`src/sv/telnet_option_refusal_filter_core_assert.svh`:
```
// Assertion macros used by the filter queue RTL
`ifndef TELNET_OPTION_REFUSAL_FILTER_CORE_ASSERT_SVH
`define TELNET_OPTION_REFUSAL_FILTER_CORE_ASSERT_SVH

// Same-cycle implication, checked outside reset
`define TOFC_ASSERT_NOW(lbl, clk, rst_n, ante, cons, msg) \
    lbl: assert property (@(posedge clk) disable iff (!rst_n) (ante) |-> (cons)) \
        else $error(msg);

// Next-cycle implication, checked outside reset
`define TOFC_ASSERT_NEXT(lbl, clk, rst_n, ante, cons, msg) \
    lbl: assert property (@(posedge clk) disable iff (!rst_n) (ante) |=> (cons)) \
        else $error(msg);

`endif

```
`src/sv/tofc_pkg.sv`:
```
package tofc_pkg;

    localparam int LINE_CAPACITY = 80;
    localparam int LINE_LEN_W    = 7;
    localparam int IDLE_W        = 16;
    localparam logic [IDLE_W-1:0] IDLE_LIMIT_RESET = 16'd30;

    localparam int Q_DEPTH = 4;
    localparam int Q_PTR_W = $clog2(Q_DEPTH);
    localparam int Q_CNT_W = Q_PTR_W + 1;

    localparam int PADDR_W = 3;
    localparam int PDATA_W = 32;

    localparam logic [7:0] B_IAC  = 8'd255;
    localparam logic [7:0] B_WILL = 8'd251;
    localparam logic [7:0] B_WONT = 8'd252;
    localparam logic [7:0] B_DO   = 8'd253;
    localparam logic [7:0] B_DONT = 8'd254;
    localparam logic [7:0] B_CR   = 8'd13;
    localparam logic [7:0] B_LF   = 8'd10;

    localparam logic CMD_BYTE = 1'b0;
    localparam logic CMD_POLL = 1'b1;

    localparam logic REG_IDLE_LIMIT = 1'b0;

    typedef enum logic [2:0] {
        PS_NORMAL = 3'd0,
        PS_IAC    = 3'd1,
        PS_WILL   = 3'd2,
        PS_WONT   = 3'd3,
        PS_DO     = 3'd4,
        PS_DONT   = 3'd5
    } parser_state_t;

    typedef enum logic [2:0] {
        K_CHAR  = 3'd0,
        K_END   = 3'd1,
        K_CLEAR = 3'd2,
        K_REPLY = 3'd3,
        K_CLOSE = 3'd4,
        K_DROP  = 3'd5
    } kind_t;

    typedef enum logic [1:0] {
        JOB_ONE   = 2'd0,
        JOB_CLEAR = 2'd1,
        JOB_REPLY = 2'd2
    } job_op_t;

    // Work handed from the parser to the result sequencer
    typedef struct packed {
        job_op_t    op;
        kind_t      kind;
        logic [7:0] value;
        logic [7:0] verb;
    } job_t;

endpackage

```
`src/sv/tofc_front.sv`:
```
module tofc_front (
    input  logic                       clk,
    input  logic                       rst_n,
    input  logic                       in_valid,
    input  logic                       cmd,
    input  logic [7:0]                 rx_byte,
    input  logic [tofc_pkg::IDLE_W-1:0] idle_limit,
    input  logic                       q_full,
    output logic                       in_stall,
    output logic                       q_push,
    output tofc_pkg::job_t             q_job
);
    import tofc_pkg::*;

    parser_state_t          state_reg, state_next;
    logic [LINE_LEN_W-1:0]  line_len_reg, line_len_next;
    logic [IDLE_W-1:0]      idle_cnt_reg, idle_cnt_next;
    logic [IDLE_W-1:0]      idle_inc;
    logic                   accept;

    assign in_stall = q_full;
    assign accept   = in_valid && !q_full;
    assign idle_inc = (idle_cnt_reg == {IDLE_W{1'b1}}) ? idle_cnt_reg
                                                       : idle_cnt_reg + 1'b1;

    // Classify the transaction and advance parser, line and idle state
    always_comb
    begin
        state_next    = state_reg;
        line_len_next = line_len_reg;
        idle_cnt_next = idle_cnt_reg;
        q_push        = 1'b0;
        q_job.op      = JOB_ONE;
        q_job.kind    = K_CHAR;
        q_job.value   = rx_byte;
        q_job.verb    = B_DONT;
        if (accept)
        begin
            if (cmd == CMD_POLL)
            begin
                idle_cnt_next = idle_inc;
                if (idle_inc > idle_limit)
                begin
                    state_next    = PS_NORMAL;
                    line_len_next = '0;
                    idle_cnt_next = '0;
                    q_push        = 1'b1;
                    q_job.kind    = K_CLOSE;
                    q_job.value   = '0;
                end
            end
            else
            begin
                idle_cnt_next = '0;
                case (state_reg)
                    PS_IAC:
                    begin
                        state_next = PS_NORMAL;
                        if (rx_byte == B_IAC)
                        begin
                            // Escaped IAC: clear, then store 0xFF as first char
                            line_len_next = LINE_LEN_W'(1);
                            q_push        = 1'b1;
                            q_job.op      = JOB_CLEAR;
                        end
                        else if (rx_byte == B_WILL)
                            state_next = PS_WILL;
                        else if (rx_byte == B_WONT)
                            state_next = PS_WONT;
                        else if (rx_byte == B_DO)
                            state_next = PS_DO;
                        else if (rx_byte == B_DONT)
                            state_next = PS_DONT;
                    end
                    PS_WILL, PS_WONT:
                    begin
                        state_next = PS_NORMAL;
                        q_push     = 1'b1;
                        q_job.op   = JOB_REPLY;
                        q_job.verb = B_DONT;
                    end
                    PS_DO, PS_DONT:
                    begin
                        state_next = PS_NORMAL;
                        q_push     = 1'b1;
                        q_job.op   = JOB_REPLY;
                        q_job.verb = B_WONT;
                    end
                    default:
                    begin
                        state_next = PS_NORMAL;
                        if (rx_byte == B_IAC)
                            state_next = PS_IAC;
                        else if (rx_byte == B_LF)
                        begin
                            line_len_next = '0;
                            q_push        = 1'b1;
                            q_job.kind    = K_END;
                            q_job.value   = '0;
                        end
                        else if (rx_byte != B_CR)
                        begin
                            q_push = 1'b1;
                            if (line_len_reg < LINE_LEN_W'(LINE_CAPACITY))
                            begin
                                line_len_next = line_len_reg + 1'b1;
                                q_job.kind    = K_CHAR;
                            end
                            else
                                q_job.kind = K_DROP;
                        end
                    end
                endcase
            end
        end
    end

    // Hold parser state
    always_ff @(posedge clk or negedge rst_n)
    begin
        if (!rst_n)
        begin
            state_reg    <= PS_NORMAL;
            line_len_reg <= '0;
            idle_cnt_reg <= '0;
        end
        else
        begin
            state_reg    <= state_next;
            line_len_reg <= line_len_next;
            idle_cnt_reg <= idle_cnt_next;
        end
    end

endmodule

```
`src/sv/tofc_queue.sv`:
```
`include "telnet_option_refusal_filter_core_assert.svh"

module tofc_queue (
    input  logic           clk,
    input  logic           rst_n,
    input  logic           push,
    input  tofc_pkg::job_t push_job,
    input  logic           pop,
    output tofc_pkg::job_t head,
    output logic           full,
    output logic           empty
);
    import tofc_pkg::*;

    job_t               entry_reg [Q_DEPTH];
    logic [Q_PTR_W-1:0] wr_ptr_reg, rd_ptr_reg;
    logic [Q_CNT_W-1:0] count_reg, count_next;
    logic               do_push, do_pop;

    assign full    = (count_reg == Q_CNT_W'(Q_DEPTH));
    assign empty   = (count_reg == '0);
    assign do_push = push && !full;
    assign do_pop  = pop && !empty;
    assign head    = entry_reg[rd_ptr_reg];

    always_comb
    begin
        count_next = count_reg;
        if (do_push && !do_pop)
            count_next = count_reg + 1'b1;
        else if (do_pop && !do_push)
            count_next = count_reg - 1'b1;
    end

    // Store pushed jobs
    always_ff @(posedge clk)
    begin
        if (do_push)
            entry_reg[wr_ptr_reg] <= push_job;
    end

    // Advance pointers and occupancy
    always_ff @(posedge clk or negedge rst_n)
    begin
        if (!rst_n)
        begin
            wr_ptr_reg <= '0;
            rd_ptr_reg <= '0;
            count_reg  <= '0;
        end
        else
        begin
            if (do_push)
                wr_ptr_reg <= wr_ptr_reg + 1'b1;
            if (do_pop)
                rd_ptr_reg <= rd_ptr_reg + 1'b1;
            count_reg <= count_next;
        end
    end

    `TOFC_ASSERT_NOW(a_no_push_full, clk, rst_n, push, !full, "push into full queue")
    `TOFC_ASSERT_NOW(a_no_pop_empty, clk, rst_n, pop, !empty, "pop from empty queue")
    `TOFC_ASSERT_NEXT(a_fill_grows, clk, rst_n, do_push && !do_pop, count_reg == $past(count_reg) + 1'b1, "count did not grow on push")
    `TOFC_ASSERT_NEXT(a_ptr_gap, clk, rst_n, 1'b1, (wr_ptr_reg - rd_ptr_reg) == count_reg[Q_PTR_W-1:0], "pointer gap disagrees with count")

endmodule

```
`src/sv/tofc_back.sv`:
```
module tofc_back (
    input  logic           clk,
    input  logic           rst_n,
    input  logic           q_empty,
    input  tofc_pkg::job_t q_head,
    output logic           q_pop,
    input  logic           out_stall,
    output logic           out_valid,
    output logic [2:0]     kind,
    output logic [7:0]     value,
    output logic           last
);
    import tofc_pkg::*;

    logic [1:0] beat_reg, beat_next;
    logic       valid_reg, valid_next;
    kind_t      kind_reg, kind_next;
    logic [7:0] value_reg, value_next;
    logic       last_reg, last_next;
    kind_t      b_kind;
    logic [7:0] b_value;
    logic       b_last;
    logic       load;

    assign load      = !valid_reg || !out_stall;
    assign out_valid = valid_reg;
    assign kind      = kind_reg;
    assign value     = value_reg;
    assign last      = last_reg;

    // Expand the head job into its current result beat
    always_comb
    begin
        b_kind  = q_head.kind;
        b_value = q_head.value;
        b_last  = 1'b1;
        case (q_head.op)
            JOB_CLEAR:
            begin
                if (beat_reg == 2'd0)
                begin
                    b_kind  = K_CLEAR;
                    b_value = '0;
                    b_last  = 1'b0;
                end
                else
                begin
                    b_kind  = K_CHAR;
                    b_value = B_IAC;
                end
            end
            JOB_REPLY:
            begin
                b_kind = K_REPLY;
                case (beat_reg)
                    2'd0:
                    begin
                        b_value = B_IAC;
                        b_last  = 1'b0;
                    end
                    2'd1:
                    begin
                        b_value = q_head.verb;
                        b_last  = 1'b0;
                    end
                    default: b_value = q_head.value;
                endcase
            end
            default: ;
        endcase
    end

    // Load the output register when it is free or being taken
    always_comb
    begin
        beat_next  = beat_reg;
        valid_next = valid_reg;
        kind_next  = kind_reg;
        value_next = value_reg;
        last_next  = last_reg;
        q_pop      = 1'b0;
        if (load)
        begin
            valid_next = !q_empty;
            if (!q_empty)
            begin
                kind_next  = b_kind;
                value_next = b_value;
                last_next  = b_last;
                if (b_last)
                begin
                    q_pop     = 1'b1;
                    beat_next = '0;
                end
                else
                    beat_next = beat_reg + 1'b1;
            end
        end
    end

    always_ff @(posedge clk or negedge rst_n)
    begin
        if (!rst_n)
        begin
            beat_reg  <= '0;
            valid_reg <= 1'b0;
        end
        else
        begin
            beat_reg  <= beat_next;
            valid_reg <= valid_next;
        end
    end

    // Hold result payload
    always_ff @(posedge clk)
    begin
        kind_reg  <= kind_next;
        value_reg <= value_next;
        last_reg  <= last_next;
    end

endmodule

```
`src/sv/telnet_option_refusal_filter_core.sv`:
```
// Path: a transaction's first result passes the job queue, then the output register.
// Throughput: one transaction per cycle while the job queue is not full; a reply job
// gives three result beats and an escaped IAC two, during which the four-entry job
// queue absorbs new input. Reset: rst_n clears the parser, line length, idle count,
// queue and output; idle_limit returns to 30.
module telnet_option_refusal_filter_core (
    input  logic                          clk,
    input  logic                          rst_n,
    input  logic                          in_valid,
    output logic                          in_stall,
    input  logic                          cmd,
    input  logic [7:0]                    rx_byte,
    output logic                          out_valid,
    input  logic                          out_stall,
    output logic [2:0]                    kind,
    output logic [7:0]                    value,
    output logic                          last,
    input  logic                          psel,
    input  logic                          penable,
    input  logic                          pwrite,
    input  logic [tofc_pkg::PADDR_W-1:0]  paddr,
    input  logic [tofc_pkg::PDATA_W-1:0]  pwdata,
    output logic [tofc_pkg::PDATA_W-1:0]  prdata,
    output logic                          pready
);
    import tofc_pkg::*;

    logic [IDLE_W-1:0] idle_limit_reg;
    logic              q_push, q_pop, q_full, q_empty;
    job_t              q_job, q_head;

    // Register access
    assign pready = 1'b1;
    assign prdata = (paddr[2] == REG_IDLE_LIMIT)
                    ? {{(PDATA_W-IDLE_W){1'b0}}, idle_limit_reg} : '0;

    always_ff @(posedge clk or negedge rst_n)
    begin
        if (!rst_n)
            idle_limit_reg <= IDLE_LIMIT_RESET;
        else if (psel && penable && pwrite && pready && paddr[2] == REG_IDLE_LIMIT)
            idle_limit_reg <= pwdata[IDLE_W-1:0];
    end

    tofc_front u_front (
        .clk        (clk),
        .rst_n      (rst_n),
        .in_valid   (in_valid),
        .cmd        (cmd),
        .rx_byte    (rx_byte),
        .idle_limit (idle_limit_reg),
        .q_full     (q_full),
        .in_stall   (in_stall),
        .q_push     (q_push),
        .q_job      (q_job)
    );

    tofc_queue u_queue (
        .clk      (clk),
        .rst_n    (rst_n),
        .push     (q_push),
        .push_job (q_job),
        .pop      (q_pop),
        .head     (q_head),
        .full     (q_full),
        .empty    (q_empty)
    );

    tofc_back u_back (
        .clk       (clk),
        .rst_n     (rst_n),
        .q_empty   (q_empty),
        .q_head    (q_head),
        .q_pop     (q_pop),
        .out_stall (out_stall),
        .out_valid (out_valid),
        .kind      (kind),
        .value     (value),
        .last      (last)
    );

endmodule
```
`config.mk`:
```
export PLATFORM = sky130hd
export DESIGN_NAME = telnet_option_refusal_filter_core
export DESIGN_NICKNAME = d
export VERILOG_FILES = /design/src/sv/tofc_pkg.sv /design/src/sv/tofc_front.sv /design/src/sv/tofc_queue.sv /design/src/sv/tofc_back.sv /design/src/sv/telnet_option_refusal_filter_core.sv
export VERILOG_INCLUDE_DIRS = /design/src /design/src/sv
export SDC_FILE = /design/constraint.sdc
export NUM_CORES = 1
export LEC_CHECK = 0
export ABC_AREA = 1
export BUFFER_PORTS_ARGS = -buffer_cell sky130_fd_sc_hd__buf_4
export CAP_MARGIN = 20
export CORE_AREA = 3 3 127 129
export CTS_BUF_LIST = sky130_fd_sc_hd__clkbuf_4 sky130_fd_sc_hd__clkbuf_8
export DETAILED_ROUTE_END_ITERATION = 10
export DIE_AREA = 0 0 130 132
export PLACE_DENSITY_LB_ADDON = 0.12
export SYNTH_ARGS = -nofsm -noshare
export SYNTH_HDL_FRONTEND = slang
export SYNTH_HIERARCHICAL = 1
export SYNTH_SLANG_ARGS = --single-unit
```
`constraint.sdc`:
```
create_clock -name clk -period 3.7 [get_ports clk]
set_input_delay 0 -clock clk [delete_from_list [all_inputs] [get_ports clk]]
set_output_delay 0 -clock clk [all_outputs]
set_load 0.03 [all_outputs]
```
After elaboration in Yosys (flattened, before gate mapping)
Memories as Yosys holds them, arrays and structs flattened.
Cells that the tools add are included.
{"block": "word_totals", "input_bits": 51, "memories": 1, "mem_bits_ro": 0, "mem_bits_rw": 84, "latch_bits": 0, "word_cells": 131, "reg_bits": 64, "out_inout_bits": 47}
{"block": "classes", "addsub": 7, "bitwise_logic": 2, "n_div": 0, "n_eq_ne": 21, "muxes": 59, "shifts": 0, "magnitude_cmp": 2, "reduce_logical": 27, "multipliers": 0}
{"name": "u_queue.entry_reg", "depth": 4, "word_bits": 21, "read_ports": 1, "rd_clocked_by_memory_dff": 0, "write_ports": 1, "line_no": "tofc_queue.sv:15", "rtl": "job_t entry_reg [Q_DEPTH];"}
{"cell": "16-bit 2-to-1 mux", "n": 4}
{"cell": "7-bit 2-to-1 mux", "n": 7}
{"cell": "11-bit 2-to-1 mux", "n": 4}
{"cell": "8-bit equality test (second input constant)", "n": 5}
{"cell": "3-bit 2-to-1 mux", "n": 12}
{"cell": "8-bit one-hot mux with 2 select lines", "n": 2}
{"cell": "21-bit 2-to-1 mux", "n": 1}
{"cell": "16-bit by 1-bit adder with 16-bit output (second input constant)", "n": 1}
{"cell": "16-bit equality test (second input constant)", "n": 1}
{"cell": "16-bit greater-than comparator", "n": 1}
{"cell": "1-bit 2-to-1 mux", "n": 16}
{"cell": "8-bit 2-to-1 mux", "n": 2}
{"cell": "7-bit one-hot mux with 2 select lines", "n": 1}
{"cell": "3-bit one-hot mux with 2 select lines", "n": 2}
{"cell": "2-bit 2-to-1 mux", "n": 5}
{"cell": "3-bit equality test (second input constant)", "n": 3}
{"cell": "8-bit by 4-bit equality test with 1-bit output (second input constant)", "n": 1}
{"cell": "1-bit logical AND", "n": 8}
{"cell": "8-bit by 4-bit != test with 1-bit output (second input constant)", "n": 1}
{"cell": "4-bit nonzero test", "n": 2}
{"cell": "7-bit by 1-bit adder with 7-bit output (second input constant)", "n": 1}
{"cell": "7-bit < comparator (second input constant)", "n": 1}
{"cell": "7-bit AND reduction", "n": 1}
{"cell": "2-bit by 1-bit adder with 2-bit output (second input constant)", "n": 3}
{"cell": "21 further kinds", "n": 33}

Depth between registers and ports, before layout
{"block": "logic_depth", "word_depth": 12, "ltp_mapped": 31, "mapped_depth_nobuf": 31}

By module
The synthesis kept the hierarchy.
{"module": "tofc_queue", "cells_each": 306, "area_per_inst_um2": 3897.5, "n_inst": 1, "seq_area_each_um2": 2697.6}
{"module": "tofc_front", "cells_each": 376, "area_per_inst_um2": 2541.2, "n_inst": 1, "seq_area_each_um2": 650.6}
{"module": "telnet_option_refusal_filter_core", "cells_each": 125, "area_per_inst_um2": 943.4, "n_inst": 1, "seq_area_each_um2": 405.4}
{"module": "tofc_back", "cells_each": 110, "area_per_inst_um2": 889.6, "n_inst": 1, "seq_area_each_um2": 435.4}

Worst setup path before layout
Ideal clock, no wire load.
{"block": "synth_timing", "path_kind": "reg2reg", "from": "register u_front.idle_cnt_reg[0]", "to": "memory u_queue/entry_reg[0][0] (netlist bit), enable pin", "t_arrival_ps": 3592, "setup_ps": 399, "path_buffers": 0, "stages_incl_launch_ff": 24, "t_required_ps": 3301, "synth_period_minus_slack_ps": 3991, "setup_slack_ps": -291, "path_cell_list": "dfrtp_1 ha_1 nand2_2 nor2_4 inv_2 nor2_4 nand3_2 clkinv_1 or2_2 o21ai_1 inv_1 ha_1 nand2_1 nand2_1 nand2_1 nand2_1 nand2_1 nand2_1 nand2_1 nand2_1 nand3_1 o21ai_0 nand2_1 nor2_1"}
{"block": "synth_between", "elab_chain_cells": 9, "word_cells_on_any_way": 10, "classes_between": "add/sub: 1; order compare: 1; eq/ne: 1; mux: 6; reduce/logical: 1"}
{"item": "from (decl)", "line_no": "tofc_front.sv:17", "rtl": "logic [IDLE_W-1:0] idle_cnt_reg, idle_cnt_next;"}
{"item": "from (signal assigned)", "line_no": "tofc_front.sv:131", "rtl": "idle_cnt_reg <= idle_cnt_next;"}
{"item": "16-bit by 1-bit adder with 16-bit output / 16-bit equality test (equally long branches)", "line_no": "tofc_front.sv:24, tofc_front.sv:23"}
{"item": "16-bit 2-to-1 mux *", "line_no": "tofc_front.sv:23", "rtl": "assign idle_inc = (idle_cnt_reg == {IDLE_W{1'b1}}) ? idle_cnt_reg"}
{"item": "16-bit greater-than comparator *", "line_no": "tofc_front.sv:42", "rtl": "if (idle_inc > idle_limit)"}
{"item": "1-bit 2-to-1 mux *", "line_no": "tofc_front.sv:42"}
{"item": "1-bit 2-to-1 mux *", "line_no": "tofc_front.sv:39", "rtl": "if (cmd == CMD_POLL)"}
{"item": "1-bit 2-to-1 mux *", "line_no": "tofc_front.sv:37", "rtl": "if (accept)"}
{"item": "named net q_push", "line_no": "telnet_option_refusal_filter_core.sv:29", "rtl": "logic q_push, q_pop, q_full, q_empty;"}
{"item": "1-bit logical AND *", "line_no": "tofc_queue.sv:22", "rtl": "assign do_push = push && !full;"}
{"item": "1-bit 2-to-1 mux *", "line_no": "tofc_queue.sv:38", "rtl": "if (do_push)"}
{"item": "1-bit 2-to-1 mux (not written as such) *", "line_no": "tofc_queue.sv:39", "rtl": "entry_reg[wr_ptr_reg] <= push_job;"}
{"item": "to (decl)", "line_no": "tofc_queue.sv:15"}
The timed path passes the listed nets; every way through them passes the cells marked *.

Worst setup path in the final report
{"block": "layout_timing", "from": "register u_front.idle_cnt_reg[1]", "to": "register u_queue.count_reg[1]"}
{"block": "layout_between", "word_cells_on_any_way": 13, "classes_between": "add/sub: 1; order compare: 1; eq/ne: 1; mux: 5; reduce/logical: 5"}
{"item": "16-bit by 1-bit adder with 16-bit output / 16-bit equality test (equally long branches)", "line_no": "tofc_front.sv:24, tofc_front.sv:23"}
{"item": "16-bit 2-to-1 mux *", "line_no": "tofc_front.sv:23"}
{"item": "16-bit greater-than comparator *", "line_no": "tofc_front.sv:42"}
{"item": "1-bit 2-to-1 mux *", "line_no": "tofc_front.sv:42"}
{"item": "1-bit 2-to-1 mux *", "line_no": "tofc_front.sv:39"}
{"item": "1-bit 2-to-1 mux *", "line_no": "tofc_front.sv:37"}
{"item": "named net q_push", "line_no": "telnet_option_refusal_filter_core.sv:29"}
{"item": "1-bit logical AND *", "line_no": "tofc_queue.sv:22"}
{"item": "named net u_queue.do_push", "line_no": "tofc_queue.sv:18", "rtl": "logic do_push, do_pop;"}
{"item": "1-bit logical AND *", "line_no": "tofc_queue.sv:29", "rtl": "if (do_push && !do_pop)"}
{"item": "3-bit 2-to-1 mux *", "line_no": "tofc_queue.sv:29"}
{"item": "named net u_queue.count_next[1]", "line_no": "tofc_queue.sv:17", "rtl": "logic [Q_CNT_W-1:0] count_reg, count_next;"}
{"item": "to (signal assigned)", "line_no": "tofc_queue.sv:57", "rtl": "count_reg <= count_next;"}
{"item": "to (decl)", "line_no": "tofc_queue.sv:17"}
Marked as above.
A chain may end at the register's enable or synchronous reset.

==> Flow_metrics.wiki <==
{| class="wikitable"
! Metric !! Value
|-
| Outcome || completed
|-
| Total routing usage reported by global routing || 0.1952
|-
| Core utilization of the finished layout || 0.6506
|-
| Number of warnings printed during yosys synthesis || 6
|-
| Required time of the critical path || 4.03 ns
|-
| Synthesized-area fraction occupied by xor and xnor cells || 0.01694
|-
| Most frequent standard cell in the layout excluding fill and tap cells || nand2_1
|-
| Die Y || 132 µm
|-
| Arrival time reported for the critical path endpoint || 3.83 ns
|-
| Leakage || 4.685 nW
|-
| Max-cap violations || 0
|-
| Number of buffers added on ports || 62
|-
| First-pass iteration count of the detailed router || 5
|-
| Flip-flop count of the largest register after layout || 84
|-
| Kind of end point of the critical path || flop
|-
| Placeable core area || 0.01515 mm²
|-
| Area growth from synthesis to layout || 19.13%
|-
| Leftover overflow at the end of global routing || 0
|-
| Largest cells by area after synthesis || edfxtp_1 35%, dfrtp_1 15%, nand2_1 11%
|-
| Bufs on Longest Clock Path || 2
|-
| Fin crit share || 0.9465
|-
| Post-route DRC || 0
|-
| Mux share of post-synthesis cell area || 0
|-
| Post-DRT Antenna Nets || 0
|-
| Minimum period implied by the final worst setup slack || 3.502 ns
|-
| Summed instance area of the synthesized netlist || 0.008272 mm²
|-
| VDD IR max || 313.2 µV
|-
| Share of synthesized cell area in and, or, nand and nor gates || 0.2183
|-
| Number of max-slew violations in the final report || 0
|-
| Cell Count Post-Placement || 1159
|-
| Crit Path Class || flop to flop
|-
| Hold Path Class || input port to flop
|-
| HPWL Detailed || 11330 µm
|-
| Initial detailed-routing violation count || 359
|-
| Sequential area share after synthesis || 0.5064
|-
| Clock Tree Root || clkbuf_8
|-
| Net total in the final layout || 1116
|-
| Total negative slack || 0 ns
|-
| Nature of the critical path startpoint || flop
|-
| Launch point of the worst reg-to-reg path || u_front/idle_cnt_reg[1]
|-
| Final setup viols || 0
|-
| Synth Register Bits || 148
|-
| Total wire length || 16480 µm
|-
| Post-layout total power || 0.006015 W
|-
| FP Rows || 45
|-
| Average cell area after synthesis || 9.020 µm²
|-
| Largest net degree at the start of global routing || 53
|-
| Antenna Diode Count || 0
|-
| Via count of the first global-routing pass || 5694
|-
| Number of top-level pins || 98
|-
| Critical path peak fanout || 4
|-
| Cell accounting for the most synthesized area || edfxtp_1
|-
| Fin. Hold Viols || 0
|-
| Worst clock skew on the final layout || 0.01400 ns
|-
| Maximum achievable frequency || 0.2855 GHz
|-
| Post-detailed-route via-to-cell ratio || 5.017
|-
| Floorplan die area || 0.01716 mm²
|-
| WL per Instance || 13.32 µm
|-
| Min-delay src || psel
|-
| Worst-skew pair later-pin latency || 0.45 ns
|-
| Number of instances in the synthesized netlist || 917
|-
| Post-synthesis share of cell area spent on full adders, half adders and majority gates || 0.04477
|-
| Dominant combinational cell family by area after synthesis || simple AND/OR/NAND/NOR gates
|-
| Actual transition at the worst max-transition pin || 0.6968 ns
|-
| Clock tree from TritonCTS || built
|-
| Count of different cell masters after synthesis || 45
|-
| Width of the die || 130 µm
|-
| TritonCTS sink count || 148
|-
| Number of standard cells in the layout, taps in and fillers out || 1237
|-
| H-Tree Depth || 4
|-
| Final estimated routing congestion in global placement || 0.8580
|-
| Global-route wire length before repair || 26700 µm
|-
| P per Cell Area || 610.4 mW/mm²
|-
| Async S/R FF share, synth || 0.3514
|-
| Effective utilization at floorplan || 0.5461
|-
| Top cell type's share of synthesized area || 0.3485
|-
| Clock edge transition at the registers on the reported setup and hold paths || 0.09 ns
|-
| TritonCTS Buffers || 17
|-
| Dominant synthesized flop cell || edfxtp_1
|-
| Commonest cells after routing, fill and taps aside || 246 x nand2_1, 158 x inv_1, 96 x edfxtp_1
|-
| Number of enable-type register cells in the synthesized netlist || 96
|-
| Worst relative slew slack || 0.5355
|-
| Initial antenna violation count || 0
|-
| Setup crit start || u_front/idle_cnt_reg[1]
|-
| Layout cells sized above 1 || 0.2050
|-
| Via Count || 6206
|-
| Compound-Gate Fraction of Synth Area || 0.08909
|}
-- metal layers --
metal  track usage  vias up  share of wire
li1              -     3147              -
met1        0.2412     2879           0.42
met2        0.3364      149           0.52
met3       0.03687       31          0.034
met4       0.07506        0          0.022
met5             0        -              0
-- path summary, 6_finish.rpt --
path,depth (start not counted),slack [ns],to
worst max register to register,22,0.20,u_queue/count_reg[1]
worst max-delay path,22,0.20,u_queue/count_reg[1]
worst min register to register,2,0.47,idle_limit_reg[4]
worst min-delay path,5,0.03,idle_limit_reg[6]
max in group asynchronous,2,3.10,u_front/idle_cnt_reg[0]
min in group asynchronous,2,0.11,u_back/beat_reg[1]
-- final cells by class --
class | instances | area (µm²)
clock buffer | 17 | 234.0
clock inverter | 15 | 156.4
fill | 1239 | 5291
inverter | 171 | 643.1
multi-input combinational | 569 | 3278
sequential | 148 | 4189
tap | 188 | 235.2
timing repair buffer | 129 | 1119
-- power breakdown --
group	internal, W	switching, W
combinational	0.000889	0.00161
clock	0.000601	0.000622
sequential	0.00213	0.000160
total	0.00362	0.00239
-- repair_timing --
item / in CTS / in global routing
buffers inserted: 0 / 10
cloned: 0 / 1
endpoints found under the setup margin: 1 / 2
hold buffers: 35 / 0
pin swaps: 0 / 8
endpoints found under the hold margin: 107 / 0
resized for setup: 2 / 28
-- Yosys cell counts, drive strengths merged (14+ instances only) --
library cell  count
edfxtp           96
o21ai            26
inv             169
ha               28
nand2           257
nand4            16
buf              46
nand3            52
xor2             14
o211ai           44
nor2             62
dfrtp            48
-- worst max-delay path, cell delays in order (launching register included) --
cell and delay, ns:
dfrtp_1 0.40, buf_4 0.16, nand3_4 0.09, nor2_2 0.14, nand2_1 0.09, nor2_1 0.13, nand2_1 0.11, o31ai_2 0.29
inv_1 0.07, ha_1 0.30, nand2_2 0.10, nor3_4 0.13, buf_4 0.13, nand3_2 0.09, nand3_4 0.11, o21ai_4 0.07
nand2_2 0.09, inv_1 0.05, ha_2 0.19, inv_2 0.07, fa_2 0.43, nand2_1 0.07, o21ai_0 0.07
-- logic make-up after synthesis --
logic type               count (synthesis)
buffers and inverters                  221
AO/OA/AOI/OAI                           96
flip-flops                             148
adder cells (fa/ha/maj)                 29
XOR/XNOR                                16
AND/OR/NAND/NOR                        403
other                                    4
-- metrics by stage --
| step | setup WS (ns) | hold slack, ns | cell area, µm² |
|---|---|---|---|
| after detailed placement | -0.01131 | 0.08282 | 8885 |
| final | 0.1978 | 0.03325 | 9854 |
| after floorplan | -0.2656 | -0.2956 | 8351 |
| after CTS | 0.05697 | 0.001889 | 9632 |
| after global placement | 0.1147 | 0.08707 | 8885 |
| after global routing | -0.04610 | 0.01511 | 9854 |
Power figures use the tool's default switching activity.
